### src/sv/cls_pkg.sv
// Shared types and constants for the compacting list store.
package cls_pkg;

   localparam int POS_W   = 8;
   localparam int VALUE_W = 32;

   typedef enum logic [1:0] {
      ACT_APPEND = 2'd0,
      ACT_REMOVE = 2'd1,
      ACT_GET    = 2'd2,
      ACT_SET    = 2'd3
   } action_type;

   typedef enum logic [1:0] {
      CELL_HOLD,
      CELL_APPEND,
      CELL_REMOVE,
      CELL_SET
   } cell_op_type;

   typedef struct packed {
      cell_op_type op;
      logic        rd_en;
   } cell_ctl_type;

   typedef enum logic {
      ST_IDLE,
      ST_READ
   } state_type;

endpackage

### src/sv/cls_cell.sv
// One entry cell of the list: holds a word, shifts down on remove, drives its read leaf.
module cls_cell #(
   parameter int INDEX      = 0,
   parameter int CMPW       = 9,
   parameter int WORD_WIDTH = 32
) (
   input  logic                   clock,
   input  cls_pkg::cell_ctl_type  ctl,
   input  logic [CMPW-1:0]        sel_pos,
   input  logic [CMPW-1:0]        count,
   input  logic [WORD_WIDTH-1:0]  data,
   input  logic [WORD_WIDTH-1:0]  upper,
   output logic [WORD_WIDTH-1:0]  word,
   output logic [WORD_WIDTH-1:0]  leaf
);
   import cls_pkg::*;

   localparam logic [CMPW-1:0] IDX  = CMPW'(INDEX);
   localparam logic [CMPW-1:0] IDX1 = CMPW'(INDEX + 1);

   logic [WORD_WIDTH-1:0] word_ff;
   logic [WORD_WIDTH-1:0] word_in;

   always_comb begin
      word_in = word_ff;
      unique case (ctl.op)
         CELL_HOLD:   word_in = word_ff;
         CELL_APPEND: if (IDX == count) word_in = data;
         CELL_REMOVE: if (IDX >= sel_pos && IDX1 < count) word_in = upper;
         CELL_SET:    if (IDX == sel_pos) word_in = data;
         default:     word_in = word_ff;
      endcase
   end

   always_ff @(posedge clock) begin
      word_ff <= word_in;
   end

   assign word = word_ff;
   // drive the leaf only for the addressed cell, so the tree can OR everything
   assign leaf = (ctl.rd_en && IDX == sel_pos) ? word_ff : '0;

endmodule

### config.mk
export PLATFORM = sky130hd
export DESIGN_NAME = cls_cell
export DESIGN_NICKNAME = d
export VERILOG_FILES = /design/src/sv/cls_pkg.sv /design/src/sv/cls_cell.sv
export SDC_FILE = /design/constraint.sdc
export NUM_CORES = 1
export LEC_CHECK = 0
export ABC_AREA = 1
export BUFFER_PORTS_ARGS = -buffer_cell sky130_fd_sc_hd__buf_2
export CAP_MARGIN = 20
export CORE_MARGIN = 2
export CORE_UTILIZATION = 40
export CTS_CLUSTER_SIZE = 24
export DETAILED_ROUTE_END_ITERATION = 6
export PLACE_DENSITY = 0.93
export SYNTH_ARGS = -nofsm -noshare
export SYNTH_HDL_FRONTEND = slang
export SYNTH_SLANG_ARGS = --single-unit
### constraint.sdc
create_clock -name clock -period 4.2 [get_ports clock]
set_input_delay 0.21 -clock clock [delete_from_list [all_inputs] [get_ports clock]]
set_output_delay 0.21 -clock clock [all_outputs]
set_load 0.05 [all_outputs]
* Yosys cells after proc, flatten, opt, wreduce, memory -nomap -nowiden
Cells that the tools add are included.
** Word-level totals
- Register bits :: 32
- Bits of input ports :: 86
- Output and inout port bits :: 64
- Logic and storage cells :: 21
** Operators by class
- Order comparisons :: 2
- Equal/unequal tests :: 6
- Mux-type cells :: 5
- Bitwise gates (word level) :: 1
- Reductions and logical operators :: 6
** Operator list (number)
- $mux 32 :: 4
- $pmux 32 s3 :: 1
- $logic_not 9->1 :: 2
- $ge 1x9->1 const A :: 1
- $lt 1x9->1 const A :: 1
- $ne 2x2->1 const B :: 3
- $eq 2x2->1 const B :: 2
- $reduce_and 4->1 :: 1
- $eq 2x1->1 const B :: 1
- $logic_and 1x1->1 :: 2
- $logic_not 2->1 :: 1
- $not 1->1 :: 1

* Longest topological paths before layout
- Depth in word-level cells :: 4
- Mapped depth :: 6

* Least setup slack after synthesis
OpenSTA, ideal clock, no wires.
- Path type :: input port to flip-flop
- Start :: input port sel_pos[3]
- End :: register word_ff[0] (netlist: word[0]) (enable)
- Library setup time :: 0.421 ns
- Arrival :: 1.923 ns
- Data required time :: 3.779 ns
- Slack :: 1.856 ns
- Stages on the path :: 5
- Cell sequence :: nor2_1 -> nand3_1 -> o21bai_1 -> nand2_1 -> nor2_1
** Between the ends
- Cells in the longest elaborated chain, start to end :: 4
- Elaborated cells between the ends (all ways) :: 6
** Ends and longest elaborated chain
- from (decl) :: line cls_cell.sv:9 : input logic [CMPW-1:0] sel_pos,
- $ge 1x9->1 :: line cls_cell.sv:29 : CELL_REMOVE: if (IDX >= sel_pos && IDX1 < count) word_in = upper;
- $logic_and 1x1->1 :: line cls_cell.sv:29
- $ne 2x2->1 (no source line)
- $reduce_and 4->1 (no source line) *
- to (signal assigned) :: line cls_cell.sv:36 : word_ff <= word_in;
- to (decl) :: line cls_cell.sv:21 : logic [WORD_WIDTH-1:0] word_ff;
Mark *: on every way between the ends. The rest lies on a longest branch, timed or not.
A chain may end at the register's enable or synchronous reset.

* Worst setup path in the final report
- Start :: input port sel_pos[3]
- End :: output port leaf[21]
** Between the ends
- Cells in the longest elaborated chain, start to end :: 3
** Ends and longest elaborated chain
- $logic_not 9->1 :: line cls_cell.sv:41 : assign leaf = (ctl.rd_en && IDX == sel_pos) ? word_ff : '0;
- $logic_and 1x1->1 :: line cls_cell.sv:41
- $mux 32 :: line cls_cell.sv:41
- to (decl) :: line cls_cell.sv:14 : output logic [WORD_WIDTH-1:0] leaf
No other way between the ends.

==> flow_summary.ini <==
[logic_synthesis]
avgSynthCellArea_um2 = 11.7
yosysWarnings = 0
syn_nets = 250
netlist.area_leader.share = 0.502
ys_seq_elements = 32
yosysSeqAreaShare = 0.502
synthCells = 164
synth_area_leaders = edfxtp_1, mux2_4, nor2_1, inv_1, buf_12
synth.largest_area_cell = edfxtp_1
ys_types = 15
synthesis.area_um2 = 1920

[setup_path]
cp-start-kind = input pin
end_kind = output port
required_ps = 3990
arrival_ps = 1530
crit_fanout = 32
cpMaxStageDelayCell = nand2_2
max_stage_delay_ps = 380
cp_common_cell = nor2_1
crit_path_cell_trace = buf_2, nor2_1, nand3_1, nor2_1, nand2_2, nor2_1, buf_2
crit_type = in2out

[routing]
antenna_left = 0
first_iter_violations = 58
drc = 0
wl_per_cell_um = 12.2
vias_per_cell = 4.46
dr.pass1.iters = 4
num_vias = 1641
drt-total-wl_um = 4490

[timing]
slew_violations = 0
max_clock_freq_ghz = 0.575
slew_headroom = 0.395
period_share = 0.414
tightest_slew_ps = 905
hold_viol_final = 0
rsz0062_at_grt = no
tns_ps = 0
setup_viol = 0
fin_ws_ps = 2460
period_minus_slack_ps = 1740

[layout]
drive_gt1_frac = 0.611
antenna_cells = 0
final_common_cell = buf_2
nFillCells = 395
final_cell_mix = buf_2, nor2_1, inv_1
stdcell_area_um2 = 2710
final_nets = 400
final_core_util = 0.582
multi_input_area_um2 = 718
regArea_um2 = 961
area_growth_pct = 41.5
largest_reg_flops = 32

[clocking]
postCtsHoldBufs = 0
ctsRootBufferMaster = clkbuf_8
cts.sinks = 32
cts_buffers = 5
cts_tree = yes
postCtsSetupBuffers = 0
clk_pin_slew_ps = 60
cts_resized = 0
cts.path.max_buffers = 2
htreeDepth = 2

[placement]
place_hpwl_um = 3500
gp_congestion = 0.641
port-buffer-count = 149
dpl-instance-area_um2 = 2640
dp_slack_ps = 2360

[global_routing]
grt_max_degree = 33
antenna_found_initial = 0
grt_overflow = 0
grt_pass1_vias = 1523
gr-usage-all-layers = 0.156
grt_pass1_wl_um = 6380

[floorplan]
ioPinCount = 150
core_um2 = 4660
die_w_um = 73.2
rows = 25
die_area_um2 = 5360
floorplan.initialDensity = 0.411
fp.dieH_um = 73.2

[pwr]
p_total_mw = 0.818
p_leak_nw = 1.57
vdd_ir_drop_max_uv = 200
powerDensity_nw_per_um2 = 302

[min_path]
holdCritPathClass = in2reg

[flow_run]
drv_cap = 0

[run_status]
outcome = finished, final reports clean
[through the flow]
stage / std cells / hold slack (ps)
2_1_floorplan: 164 / 427
3_3_place_gp: 361 / 511
3_5_place_dp: 361 / 514
4_1_cts: 368 / 224
5_1_grt: 368 / 226
6_report: 368 / 235
[Yosys cell counts]
| master | number |
|---|---|
| nor2_1 | 41 |
| inv_1 | 38 |
| edfxtp_1 | 32 |
| mux2_4 | 30 |
| nand2_1 | 5 |
| buf_12 | 3 |
| clkbuf_8 | 3 |
| nor2_2 | 3 |
| mux2_2 | 2 |
| nand3_1 | 2 |
| nand2_2 | 1 |
| nand2_4 | 1 |
| nand4_1 | 1 |
| nor3_1 | 1 |
| o21bai_1 | 1 |
[critical path, delay by kind of cell]
family | cells | cell delay, ps
buffers and inverters | 2 | 390
AND/OR/NAND/NOR | 5 | 930
[cell families (layout without fill, tap and decap cells)]
kind of cell | Yosys count | count (layout) | synth area share
simple gates | 55 | 55 | 0.120
compound gates | 1 | 1 | 0.00392
flops | 32 | 32 | 0.502
mux | 32 | 32 | 0.247
buf+inv | 44 | 194 | 0.127
[layout make-up]
class                   count  area share
repair buffers            149       0.275
flip-flops and latches     32       0.354
multi-input cells          88       0.265
inverters                  38      0.0526
clock inverters             2     0.00277
well taps                  54      0.0249
clock buffers               5      0.0254
[routing by layer]
metal  routed length [µm]  share of wire  track usage  vias up
li1                     -              -            -      819
met1                 1650           0.37        0.155      744
met2                 2580           0.57        0.321       73
met3                  234          0.052       0.0345        5
met4                   37         0.0082       0.0350        0
met5                    0              0            0        -
[worst paths after layout]
kind | startpoint | cells past startpoint | slack, ps | end
worst max-delay path | sel_pos[3] | 7 | 2460 | leaf[21]
worst min-delay path | data[24] | 2 | 230 | word[24]
[power breakdown]
part / total, mW / switching [mW] / internal [mW]
clock: 0.208 / 0.0994 / 0.109
combinational: 0.217 / 0.133 / 0.0839
sequential: 0.393 / 0.0110 / 0.382
total: 0.818 / 0.244 / 0.575
Note: power is estimated with default switching activity, not from simulation.
